## src/design/pts_pkg.sv

```systemverilog
// shared types, codes and defaults for the punctuation token scanner
package pts_pkg;

    // defaults for the top-level parameters
    localparam int POS_BITS_DEF    = 16;
    localparam int QUEUE_DEPTH_DEF = 2;

    // widths of the token fields on the ports
    localparam int KIND_W  = 5;
    localparam int FIELD_W = 16;
    localparam int LEN_W   = 2;

    // token kinds
    localparam logic [KIND_W-1:0] KIND_LPAREN = 5'd0;
    localparam logic [KIND_W-1:0] KIND_RPAREN = 5'd1;
    localparam logic [KIND_W-1:0] KIND_LBRACE = 5'd2;
    localparam logic [KIND_W-1:0] KIND_RBRACE = 5'd3;
    localparam logic [KIND_W-1:0] KIND_SEMI   = 5'd4;
    localparam logic [KIND_W-1:0] KIND_COMMA  = 5'd5;
    localparam logic [KIND_W-1:0] KIND_DOT    = 5'd6;
    localparam logic [KIND_W-1:0] KIND_MINUS  = 5'd7;
    localparam logic [KIND_W-1:0] KIND_PLUS   = 5'd8;
    localparam logic [KIND_W-1:0] KIND_SLASH  = 5'd9;
    localparam logic [KIND_W-1:0] KIND_STAR   = 5'd10;
    localparam logic [KIND_W-1:0] KIND_BANG   = 5'd11;
    localparam logic [KIND_W-1:0] KIND_EOF    = 5'd19;
    localparam logic [KIND_W-1:0] KIND_ERROR  = 5'd20;

    // held lookahead byte codes
    localparam logic [2:0] PEND_NONE  = 3'd0;
    localparam logic [2:0] PEND_BANG  = 3'd1;
    localparam logic [2:0] PEND_EQ    = 3'd2;
    localparam logic [2:0] PEND_LT    = 3'd3;
    localparam logic [2:0] PEND_GT    = 3'd4;
    localparam logic [2:0] PEND_SLASH = 3'd5;

    // source characters
    localparam logic [7:0] CH_NUL    = 8'h00;
    localparam logic [7:0] CH_TAB    = 8'h09;
    localparam logic [7:0] CH_NL     = 8'h0a;
    localparam logic [7:0] CH_CR     = 8'h0d;
    localparam logic [7:0] CH_SPACE  = 8'h20;
    localparam logic [7:0] CH_BANG   = 8'h21;
    localparam logic [7:0] CH_LPAREN = 8'h28;
    localparam logic [7:0] CH_RPAREN = 8'h29;
    localparam logic [7:0] CH_STAR   = 8'h2a;
    localparam logic [7:0] CH_PLUS   = 8'h2b;
    localparam logic [7:0] CH_COMMA  = 8'h2c;
    localparam logic [7:0] CH_MINUS  = 8'h2d;
    localparam logic [7:0] CH_DOT    = 8'h2e;
    localparam logic [7:0] CH_SLASH  = 8'h2f;
    localparam logic [7:0] CH_SEMI   = 8'h3b;
    localparam logic [7:0] CH_LT     = 8'h3c;
    localparam logic [7:0] CH_EQ     = 8'h3d;
    localparam logic [7:0] CH_GT     = 8'h3e;
    localparam logic [7:0] CH_LBRACE = 8'h7b;
    localparam logic [7:0] CH_RBRACE = 8'h7d;

    // one token as it leaves the block
    typedef struct packed {
        logic [KIND_W-1:0]  kind;
        logic [FIELD_W-1:0] start;
        logic [LEN_W-1:0]   length;
        logic [FIELD_W-1:0] line;
    } t_token;

    // all tokens caused by one source byte
    typedef struct packed {
        t_token tok0;
        t_token tok1;
        logic   two;
    } t_entry;

endpackage

```

## src/design/pts_front.sv

```systemverilog
// front end: accepts source bytes, tracks scanner state and forms token entries
module pts_front
    import pts_pkg::*;
#(
    parameter int POS_BITS = POS_BITS_DEF
) (
    input  logic         i_clk,
    input  logic         i_rst_n,
    input  logic         i_valid,
    output logic         o_stall,
    input  logic [7:0]   i_ch,
    input  logic         i_full,
    output logic         o_push,
    output t_entry       o_entry
);

    localparam int EXT_W = (POS_BITS > FIELD_W) ? POS_BITS : FIELD_W;
    localparam logic [POS_BITS-1:0] POS_MAX = {POS_BITS{1'b1}};
    localparam logic [POS_BITS-1:0] LINE_ONE = POS_BITS'(1);

    logic [2:0]          r_pend, n_pend;
    logic                r_in_comment, n_in_comment;
    logic [POS_BITS-1:0] r_pend_start, n_pend_start;
    logic [POS_BITS-1:0] r_offset, n_offset;
    logic [POS_BITS-1:0] r_line, n_line;

    logic       accept;
    logic       a_valid, b_valid, consumed, eof;
    t_token     tok_a, tok_b;
    logic       is_op, is_single;
    logic [2:0] op_code;
    logic [KIND_W-1:0] single_k, op_kind;

    // low field bits of a position counter
    function automatic logic [FIELD_W-1:0] to_field(input logic [POS_BITS-1:0] v);
        logic [EXT_W-1:0] e;
        e = EXT_W'(v);
        return e[FIELD_W-1:0];
    endfunction

    assign accept  = i_valid && !i_full;
    assign o_stall = i_full;

    // byte classification
    always_comb begin
        is_op     = 1'b1;
        op_code   = PEND_NONE;
        case (i_ch)
            CH_BANG:  op_code = PEND_BANG;
            CH_EQ:    op_code = PEND_EQ;
            CH_LT:    op_code = PEND_LT;
            CH_GT:    op_code = PEND_GT;
            CH_SLASH: op_code = PEND_SLASH;
            default:  is_op = 1'b0;
        endcase
        is_single = 1'b1;
        single_k  = KIND_ERROR;
        case (i_ch)
            CH_LPAREN: single_k = KIND_LPAREN;
            CH_RPAREN: single_k = KIND_RPAREN;
            CH_LBRACE: single_k = KIND_LBRACE;
            CH_RBRACE: single_k = KIND_RBRACE;
            CH_SEMI:   single_k = KIND_SEMI;
            CH_COMMA:  single_k = KIND_COMMA;
            CH_DOT:    single_k = KIND_DOT;
            CH_MINUS:  single_k = KIND_MINUS;
            CH_PLUS:   single_k = KIND_PLUS;
            CH_STAR:   single_k = KIND_STAR;
            default:   is_single = 1'b0;
        endcase
    end

    // one-character kind of a held operator: ! = < > map to 11 13 15 17
    assign op_kind = KIND_BANG + {1'b0, r_pend - PEND_BANG, 1'b0};

    // next state and tokens for the current byte
    always_comb begin
        n_pend       = r_pend;
        n_in_comment = r_in_comment;
        n_pend_start = r_pend_start;
        n_offset     = r_offset;
        n_line       = r_line;
        a_valid      = 1'b0;
        b_valid      = 1'b0;
        consumed     = 1'b0;
        eof          = 1'b0;
        tok_a.kind   = op_kind;
        tok_a.start  = to_field(r_pend_start);
        tok_a.length = LEN_W'(1);
        tok_a.line   = to_field(r_line);
        tok_b.kind   = KIND_ERROR;
        tok_b.start  = to_field(r_offset);
        tok_b.length = LEN_W'(1);
        tok_b.line   = to_field(r_line);

        // held lookahead byte resolves first
        if (r_pend != PEND_NONE) begin
            n_pend = PEND_NONE;
            if (r_pend == PEND_SLASH) begin
                if (i_ch == CH_SLASH) begin
                    consumed     = 1'b1;
                    n_in_comment = 1'b1;
                end else begin
                    a_valid    = 1'b1;
                    tok_a.kind = KIND_SLASH;
                end
            end else begin
                a_valid = 1'b1;
                if (i_ch == CH_EQ) begin
                    consumed     = 1'b1;
                    tok_a.kind   = op_kind + KIND_W'(1);
                    tok_a.length = LEN_W'(2);
                end
            end
        end

        // the byte itself
        if (!consumed) begin
            if (i_ch == CH_NUL) begin
                eof          = 1'b1;
                b_valid      = 1'b1;
                tok_b.kind   = KIND_EOF;
                tok_b.length = LEN_W'(0);
                n_pend       = PEND_NONE;
                n_in_comment = 1'b0;
                n_pend_start = '0;
                n_offset     = '0;
                n_line       = LINE_ONE;
            end else if (r_in_comment) begin
                if (i_ch == CH_NL) begin
                    n_in_comment = 1'b0;
                    if (r_line != POS_MAX) n_line = r_line + 1'b1;
                end
            end else if (i_ch inside {CH_SPACE, CH_TAB, CH_CR}) begin
                n_pend = PEND_NONE;
            end else if (i_ch == CH_NL) begin
                if (r_line != POS_MAX) n_line = r_line + 1'b1;
            end else if (is_op) begin
                n_pend       = op_code;
                n_pend_start = r_offset;
            end else begin
                b_valid    = 1'b1;
                tok_b.kind = is_single ? single_k : KIND_ERROR;
            end
        end

        // offset advances and saturates, except on end of source
        if (!eof && (r_offset != POS_MAX)) n_offset = r_offset + 1'b1;
    end

    // pack the tokens of this byte into one queue word
    always_comb begin
        if (a_valid) begin
            o_entry.tok0 = tok_a;
            o_entry.tok1 = tok_b;
            o_entry.two  = b_valid;
        end else begin
            o_entry.tok0 = tok_b;
            o_entry.tok1 = tok_b;
            o_entry.two  = 1'b0;
        end
        o_push = accept && (a_valid || b_valid);
    end

    // scanner state
    always_ff @(posedge i_clk) begin
        if (!i_rst_n) begin
            r_pend       <= PEND_NONE;
            r_in_comment <= 1'b0;
            r_pend_start <= '0;
            r_offset     <= '0;
            r_line       <= LINE_ONE;
        end else if (accept) begin
            r_pend       <= n_pend;
            r_in_comment <= n_in_comment;
            r_pend_start <= n_pend_start;
            r_offset     <= n_offset;
            r_line       <= n_line;
        end
    end

`ifndef SYNTHESIS
    // a held operator and an open comment never coexist
    a_pend_comment: assert property (@(posedge i_clk) disable iff (!i_rst_n)
        !((r_pend != PEND_NONE) && r_in_comment))
        else $error("held operator inside a comment");

    // line count never reaches zero
    a_line_nonzero: assert property (@(posedge i_clk) disable iff (!i_rst_n)
        r_line != '0)
        else $error("line count wrapped to zero");
`endif

endmodule

```

## src/design/pts_queue.sv

```systemverilog
// short register queue of token entries between front and back end
module pts_queue
    import pts_pkg::*;
#(
    parameter int DEPTH = QUEUE_DEPTH_DEF
) (
    input  logic   i_clk,
    input  logic   i_rst_n,
    input  logic   i_push,
    input  t_entry i_entry,
    output logic   o_full,
    input  logic   i_pop,
    output logic   o_empty,
    output t_entry o_entry
);

    localparam int PTR_W = (DEPTH > 1) ? $clog2(DEPTH) : 1;
    localparam int CNT_W = $clog2(DEPTH + 1);
    localparam logic [PTR_W-1:0] PTR_LAST = PTR_W'(DEPTH - 1);
    localparam logic [CNT_W-1:0] CNT_FULL = CNT_W'(DEPTH);

    t_entry           r_mem [DEPTH];
    logic [PTR_W-1:0] r_wr, r_rd;
    logic [CNT_W-1:0] r_count;

    assign o_full  = (r_count == CNT_FULL);
    assign o_empty = (r_count == '0);
    assign o_entry = r_mem[r_rd];

    // storage
    always_ff @(posedge i_clk) begin
        if (i_push) r_mem[r_wr] <= i_entry;
    end

    // pointers and fill count
    always_ff @(posedge i_clk) begin
        if (!i_rst_n) begin
            r_wr    <= '0;
            r_rd    <= '0;
            r_count <= '0;
        end else begin
            if (i_push) r_wr <= (r_wr == PTR_LAST) ? '0 : r_wr + 1'b1;
            if (i_pop)  r_rd <= (r_rd == PTR_LAST) ? '0 : r_rd + 1'b1;
            if (i_push && !i_pop)      r_count <= r_count + 1'b1;
            else if (i_pop && !i_push) r_count <= r_count - 1'b1;
        end
    end

`ifndef SYNTHESIS
    // no write into a full queue
    a_no_overflow: assert property (@(posedge i_clk) disable iff (!i_rst_n)
        i_push |-> !o_full)
        else $error("push into full queue");

    // no read from an empty queue
    a_no_underflow: assert property (@(posedge i_clk) disable iff (!i_rst_n)
        i_pop |-> !o_empty)
        else $error("pop from empty queue");
`endif

endmodule

```

## src/design/pts_back.sv

```systemverilog
// back end: output register that sends the one or two tokens of each entry
module pts_back
    import pts_pkg::*;
(
    input  logic               i_clk,
    input  logic               i_rst_n,
    input  logic               i_empty,
    input  t_entry             i_entry,
    output logic               o_pop,
    output logic               o_valid,
    input  logic               i_stall,
    output logic [KIND_W-1:0]  o_token_kind,
    output logic [FIELD_W-1:0] o_start_offset,
    output logic [LEN_W-1:0]   o_token_length,
    output logic [FIELD_W-1:0] o_line_number,
    output logic               o_last_of_run
);

    logic   r_busy, r_sel;
    t_entry r_ent;
    t_token cur;
    logic   take, finish;

    assign take   = r_busy && !i_stall;
    assign finish = take && (r_sel || !r_ent.two);
    assign o_pop  = !i_empty && (!r_busy || finish);

    // word on the output
    assign cur            = r_sel ? r_ent.tok1 : r_ent.tok0;
    assign o_valid        = r_busy;
    assign o_token_kind   = cur.kind;
    assign o_start_offset = cur.start;
    assign o_token_length = cur.length;
    assign o_line_number  = cur.line;
    assign o_last_of_run  = r_sel || !r_ent.two;

    // entry holding register
    always_ff @(posedge i_clk) begin
        if (o_pop) r_ent <= i_entry;
    end

    // which token of the entry is shown
    always_ff @(posedge i_clk) begin
        if (!i_rst_n) begin
            r_busy <= 1'b0;
            r_sel  <= 1'b0;
        end else if (o_pop) begin
            r_busy <= 1'b1;
            r_sel  <= 1'b0;
        end else if (finish) begin
            r_busy <= 1'b0;
            r_sel  <= 1'b0;
        end else if (take) begin
            r_sel  <= 1'b1;
        end
    end

`ifndef SYNTHESIS
    // second token only shown for entries that carry two
    a_sel_two: assert property (@(posedge i_clk) disable iff (!i_rst_n)
        (o_valid && r_sel) |-> r_ent.two)
        else $error("second token of a single-token entry");

    // end of source is zero length and closes its run
    a_eof_shape: assert property (@(posedge i_clk) disable iff (!i_rst_n)
        (o_valid && (o_token_kind == KIND_EOF)) |-> ((o_token_length == '0) && o_last_of_run))
        else $error("malformed eof token");
`endif

endmodule

```

## src/design/punctuation_token_scanner_top.sv

```systemverilog
// Punctuation token scanner: takes one source byte per word and returns tokens
// (kind, start offset, length, line, last-of-run flag). Each accepted byte gives
// zero, one or two tokens; a byte is taken every cycle while the token queue has
// room, and the output side sends one token per cycle unless stalled, so a byte
// that resolves a held operator and also makes a token of its own is sent as two
// tokens. The front end works out all tokens of a byte in the cycle it is accepted
// and writes them as one word into a short queue (QUEUE_DEPTH words); the input
// stalls only while that queue is full. The first token of a byte passes through
// the queue and then the output holding register. A zero byte flushes any held
// operator, sends EOF and restarts offset and line counting; counters saturate at
// 2^POS_BITS - 1 and the ports carry their low 16 bits.
module punctuation_token_scanner_top
    import pts_pkg::*;
#(
    parameter int POS_BITS    = POS_BITS_DEF,
    parameter int QUEUE_DEPTH = QUEUE_DEPTH_DEF
) (
    input  logic               i_clk,
    input  logic               i_rst_n,
    input  logic               i_valid,
    output logic               o_stall,
    input  logic [7:0]         i_ch,
    output logic               o_valid,
    input  logic               i_stall,
    output logic [KIND_W-1:0]  o_token_kind,
    output logic [FIELD_W-1:0] o_start_offset,
    output logic [LEN_W-1:0]   o_token_length,
    output logic [FIELD_W-1:0] o_line_number,
    output logic               o_last_of_run
);

    logic   push, full, pop, empty;
    t_entry push_entry, head_entry;

    // scanner state and classification
    pts_front #(
        .POS_BITS (POS_BITS)
    ) u_front (
        .i_clk   (i_clk),
        .i_rst_n (i_rst_n),
        .i_valid (i_valid),
        .o_stall (o_stall),
        .i_ch    (i_ch),
        .i_full  (full),
        .o_push  (push),
        .o_entry (push_entry)
    );

    // decoupling queue
    pts_queue #(
        .DEPTH (QUEUE_DEPTH)
    ) u_queue (
        .i_clk   (i_clk),
        .i_rst_n (i_rst_n),
        .i_push  (push),
        .i_entry (push_entry),
        .o_full  (full),
        .i_pop   (pop),
        .o_empty (empty),
        .o_entry (head_entry)
    );

    // token output
    pts_back u_back (
        .i_clk          (i_clk),
        .i_rst_n        (i_rst_n),
        .i_empty        (empty),
        .i_entry        (head_entry),
        .o_pop          (pop),
        .o_valid        (o_valid),
        .i_stall        (i_stall),
        .o_token_kind   (o_token_kind),
        .o_start_offset (o_start_offset),
        .o_token_length (o_token_length),
        .o_line_number  (o_line_number),
        .o_last_of_run  (o_last_of_run)
    );

endmodule
```

## config.mk

```make
export PLATFORM = sky130hd
export DESIGN_NAME = punctuation_token_scanner_top
export DESIGN_NICKNAME = d
export VERILOG_FILES = /design/src/design/pts_pkg.sv /design/src/design/pts_front.sv /design/src/design/pts_queue.sv /design/src/design/pts_back.sv /design/src/design/punctuation_token_scanner_top.sv
export SDC_FILE = /design/constraint.sdc
export NUM_CORES = 1
export LEC_CHECK = 0
export BUFFER_PORTS_ARGS = -buffer_cell sky130_fd_sc_hd__buf_2
export CAP_MARGIN = 30
export CELL_PAD_IN_SITES_DETAIL_PLACEMENT = 1
export CELL_PAD_IN_SITES_GLOBAL_PLACEMENT = 1
export CORE_UTILIZATION = 58
export CTS_BUF_LIST = sky130_fd_sc_hd__clkbuf_8
export CTS_CLUSTER_DIAMETER = 80
export DETAILED_ROUTE_END_ITERATION = 10
export PLACE_DENSITY = 0.84
export SLEW_MARGIN = 20
export SYNTH_ARGS = -nofsm -noshare
export SYNTH_HDL_FRONTEND = slang
export SYNTH_HIERARCHICAL = 1
export SYNTH_SLANG_ARGS = --single-unit
```

## constraint.sdc

```tcl
create_clock -name i_clk -period 18.05 [get_ports i_clk]
set_input_delay 2.7075 -clock i_clk [delete_from_list [all_inputs] [get_ports i_clk]]
set_output_delay 2.7075 -clock i_clk [all_outputs]
set_load 0.02 [all_outputs]
```

# Word level (Yosys, flattened, before mapping)
# Memories as Yosys holds them, arrays and structs flattened. A register that Yosys moved wholly into a read port is not among the register bits.
# Cells that the tools add are included.
# classes
bitwise_logic	2
mux	72
n_eq_ne	28
reduce_logical	33
add_sub_neg	9
# ops
cell	count
2-to-1 mux 16 bit	13
== test 8 x 6 -> 1 bit (second input constant)	14
2-to-1 mux 79 bit	1
2-to-1 mux 5 bit	11
case mux 5 bit (10 select lines)	1
2-to-1 mux 39 bit	1
adder 16 x 1 -> 16 bit (second input constant)	2
inequality test 16 bit (second input constant)	2
2-to-1 mux 1 bit	31
== test 8 x 4 -> 1 bit (second input constant)	3
2-to-1 mux 3 bit	7
== test 8 x 7 -> 1 bit (second input constant)	2
case mux 3 bit (5 select lines)	1
2-to-1 mux 2 bit	6
OR reduction 10 bit	1
logical AND 1 bit	8
zero test 1 bit	8
zero test 8 bit	1
nonzero test 2 bit	4
AND reduction 3 bit	2
AND reduction 6 bit	1
nonzero test 3 bit	2
adder 4 x 4 -> 5 bit (first input constant)	1
adder 5 x 1 -> 5 bit (second input constant)	1
14 further kinds	20
# word_totals
mem_bits_rw	158
wordCells	155
reg_bits	58
mem_count	1
# mem_list
name	depth	word_bits	read_ports	rd_ports_with_merged_regs	wr	line_no	source
u_queue.r_mem	2	79	1	1	1	pts_queue.sv:22	t_entry r_mem [DEPTH];

# Logic depth before layout (Yosys ltp)
# depth
depth_word	15
depth_mapped	11
mapped_depth_nobuf	11

# By module
# Netlist, hierarchy kept.
# modules_own_cells
mod	seq_area_each_um2	cells_per_inst	area_each_um2	n_inst
pts_queue	4844.6	268	5952.0	1
pts_front	1041.0	445	3445.8	1
pts_back	2412.3	132	2940.3	1

# Worst setup path before layout
# No wires, ideal clock.
# synth_timing
path_type	input to register
start	input port i_ch[6]
end	memory u_queue/r_mem[0][0] (netlist bit) (enable)
slack_ns	9.924
t_arrival_ns	7.599
stages	7
required_ns	17.523
path_buffers	2
setup_ns	0.527
cell_sequence	buf_6 -> nor4_1 -> and2_4 -> clkbuf_1 -> nor2_1 -> a21oi_1 -> nor2b_1
# synth_via
elab_chain_cells	13
elab_cells_between_ends	30
# synth_lines
element	line_no	source
start: declaration	punctuation_token_scanner_top.sv:22	input logic [7:0] i_ch,
== test 8 x 6 -> 1 bit, on equally long branches	pts_front.sv:48, pts_front.sv:100, pts_front.sv:109	
OR reduction 5 bit (no line)	n/a	
2-to-1 mux 1 bit	pts_front.sv:48	case (i_ch)
2-to-1 mux 1 bit	pts_front.sv:138	end else if (is_op) begin
2-to-1 mux 1 bit	pts_front.sv:136	end else if (i_ch == CH_NL) begin
2-to-1 mux 1 bit	pts_front.sv:134	end else if (i_ch inside {CH_SPACE, CH_TAB, CH_CR}) begin
2-to-1 mux 1 bit	pts_front.sv:129	end else if (r_in_comment) begin
2-to-1 mux 1 bit	pts_front.sv:119	if (i_ch == CH_NUL) begin
2-to-1 mux 1 bit	pts_front.sv:118	if (!consumed) begin
logical OR 1 bit *	pts_front.sv:162	o_push = accept && (a_valid || b_valid);
logical AND 1 bit *	pts_front.sv:162	
named net push	punctuation_token_scanner_top.sv:32	logic push, full, pop, empty;
2-to-1 mux 1 bit *	pts_queue.sv:32	if (i_push) r_mem[r_wr] <= i_entry;
2-to-1 mux 1 bit (not written as such) *	pts_queue.sv:32	
end: declaration	pts_queue.sv:22	
# Mark *: on every way through the listed nets, which the timed path passes. The rest lies on a longest branch.

# Worst setup path in the final report
# layout_timing
start	input port i_ch[4]
end	memory u_queue/r_mem[0][16] (netlist bit) (enable)
# Same word-level chain as after synthesis.

==> results.cfg <==
[run_status]
status = finished clean

[pwr]
ir_worst_vdd_mv = 0.103
leakagePower_nw = 4.74
powerDensity_nw_per_um2 = 140
totalPowerFinal_mw = 1.91

[routing]
firstDrtPassIters = 5
wl_per_cell_um = 23.0
drt_iter0_markers = 464
vias = 7219
totalWireLength_um = 27700
drc_errors = 0
ant_nets = 0
viasPerCell = 5.99

[die]
boundaryPins = 54
die_w_um = 148
die_area_um2 = 21900
core_area_um2 = 20600
initial_utilization = 0.600
die_h_um = 148
rows = 52

[sta]
max_freq_mhz = 178
fin_skew_ns = 0.0364
setup_tns_ns = 0
period_needed_ns = 5.63
whs_ns = 0.482
slew_violations = 0
period_share = 0.312
setup_viol = 0
slew_headroom = 0.377
rsz0062_at_grt = false
fin_ws_ns = 12.42
finalHoldViolations = 0
worstMarginPinSlew_ns = 0.932

[clock_network]
cts_resized = 0
clkTransAtPathRegs_ns = 0.06
clkSinkCount = 296
cts_root_buffer = clkbuf_8
postCtsSetupBuffers = 0
hold_buffers = 0
clk_latency_ns = 0.57
cts_buffers = 47
h-tree-depth = 2
tritoncts = done
cts.path.max_buffers = 3

[finish]
drive_gt1_frac = 0.284
final_nets = 916
area_growth_pct = 10.7
antenna-diode-count = 0

[setup_path]
cp.required_ns = 18.22
cpLargestDelayFamily = simple AND/OR/NAND/NOR gates
crit_chain = buf_2 -> and3b_1 -> o21bai_1 -> a21o_1 -> nand3_1 -> a21oi_1 -> nor2b_4 -> buf_4
critPathMaxFanout = 58
crit_type = in2reg
endpoint_kind = flop
worst-path-buf-inv = 2
worstSetupStartpointType = input port
arrival_ns = 5.80
max_stage_delay_ns = 0.78
slowest_stage = buf_4

[placed_design]
post-place-ws_ns = 11.98
gp_congestion = 0.874
dp_hpwl_um = 16500
portBuffers = 53

[synthesis]
synth.area.mux_share = 0.116
synth-simple-area-share = 0.0921
syn_area_um2 = 12300
synthTopCellsByCount = edfxtp_1, mux2_2, nand2_1
synth-seq-cells = 296
synthFlopType = edfxtp_1
yosysWarnings = 6
synth-xor-area-share = 0.00923
synth_edf_count = 237
yosysMostFrequentCell = edfxtp_1
synth_adder_area_share = 0.00710
synth_area_leader_cell = edfxtp_1
avgSynthCellArea_um2 = 14.6
synth_top_family_by_area = multiplexers
syn_inst = 845
async_flop_share = 0
synth_area_leaders = edfxtp_1, mux2_2, dfxtp_1
yosysTopAreaCellShare = 0.577
synth_compound_area_frac = 0.0677
syn_nets = 864
yosys.cell_types.count = 70
ys_seq_area_frac = 0.673

[grt]
grt_pass1_vias = 7799
grt_max_degree = 59
grt_overflow = 0
grt_usage = 0.263
grt_antenna_before_repair = 0
grt_pass1_wl_um = 43900

[hold_path]
min_path_type = reg2reg

[flow_run]
max_cap_viol_count = 0
## metrics by stage
stage               instances  utilization  cell area [µm²]
CTS                      1206        0.664            13700
floorplan                 845            -            12300
detailed placement       1118        0.619            12700
global placement         1113        0.613            12600
finish                   1206        0.664            13700
global route             1206        0.664            13700
## where the power goes
group	switching, mW	internal, mW	leakage, nW
clock network	0.258	0.295	0.525
logic	0.233	0.155	1.52
registers	0.0544	0.913	2.70
total	0.546	1.36	4.74
## worst reg2reg max path, delay by kind of cell (launching register included)
kind | cells | cell delay (ns)
flip-flops | 1 | 0.42
adder cells (fa/ha/maj) | 1 | 0.21
AO/OA/AOI/OAI | 1 | 0.39
AND/OR/NAND/NOR | 4 | 1.18
buffers and inverters | 2 | 0.92
## per-layer routing
| layer | vias to the layer above | part of all wire | global-route usage |
|---|---|---|---|
| li1 | 3312 | - | - |
| met1 | 3670 | 0.43 | 0.338 |
| met2 | 191 | 0.52 | 0.461 |
| met3 | 46 | 0.039 | 0.0426 |
| met4 | 0 | 0.018 | 0.0758 |
| met5 | - | 0 | 0 |
## registers in the layout, summed over array words and instances (netlist names), named ones only
register,cells
u_queue/r_count,2
u_queue/r_wr,1
u_front/r_pend,3
u_back/r_ent,79
u_back/r_sel,1
u_back/o_valid,1
u_front/r_pend_start,16
u_queue/r_mem,158
u_front/r_in_comment,1
u_front/r_line,16
u_front/r_offset,16
u_queue/r_rd,1
## layout by cell type, fill, tap and decap left out, types with 4 or more instances in the layout
master / netlist / final
mux2_4: 10 / 10
dfxtp_1: 59 / 57
inv_1: 14 / 28
xor2_1: 5 / 5
nor2_1: 15 / 15
and3_1: 7 / 7
nand2_1: 74 / 74
clkbuf_8: 0 / 59
and2_1: 7 / 6
or2_2: 5 / 5
o31ai_1: 8 / 8
ha_1: 7 / 7
and4_1: 4 / 4
o21ai_0: 25 / 25
clkinv_1: 0 / 11
nor3_1: 9 / 9
or4_1: 10 / 10
or3_1: 17 / 17
nor2b_1: 9 / 7
nand2b_1: 4 / 4
a22o_1: 16 / 16
a21oi_1: 36 / 36
nand3_1: 19 / 19
nand4_1: 8 / 8
mux2_2: 110 / 110
mux2i_1: 4 / 4
o22ai_1: 4 / 4
buf_2: 10 / 53
xnor2_1: 8 / 8
edfxtp_1: 237 / 237
## kinds of logic (layout without fill, tap and decap cells)
logic type	count (synthesis)	after routing
flops	296	296
simple gates	208	208
mux	124	124
compound gates	123	123
buf+inv	73	164
xor+xnor	13	13
fa+ha+maj	7	7
other cells	1	1
## cell type report
type,instances,area (µm²)
clock buffers,59,812
flip-flops and latches,296,8300
well taps,270,338
multi-input cells,476,3630
inverters,15,56.3
clock inverters,29,123
fillers,1948,6900
repair buffers,61,398
## worst paths after layout
path,cells after the start,start,slack [ns],end
worst max-delay path,8,i_ch[4],12.42,u_queue/r_mem[0][16]$_DFFE_PP_
worst min-delay path,1,u_front/r_pend_start[2]$_SDFFE_PN0P_,0.48,u_front/r_pend_start[2]$_SDFFE_PN0P_
worst max register to register,8,u_front/r_pend[0]$_SDFFE_PN0P_,14.48,u_queue/r_mem[0][16]$_DFFE_PP_
worst min register to register,1,u_front/r_pend_start[2]$_SDFFE_PN0P_,0.48,u_front/r_pend_start[2]$_SDFFE_PN0P_
(Power assumes the default switching activity.)
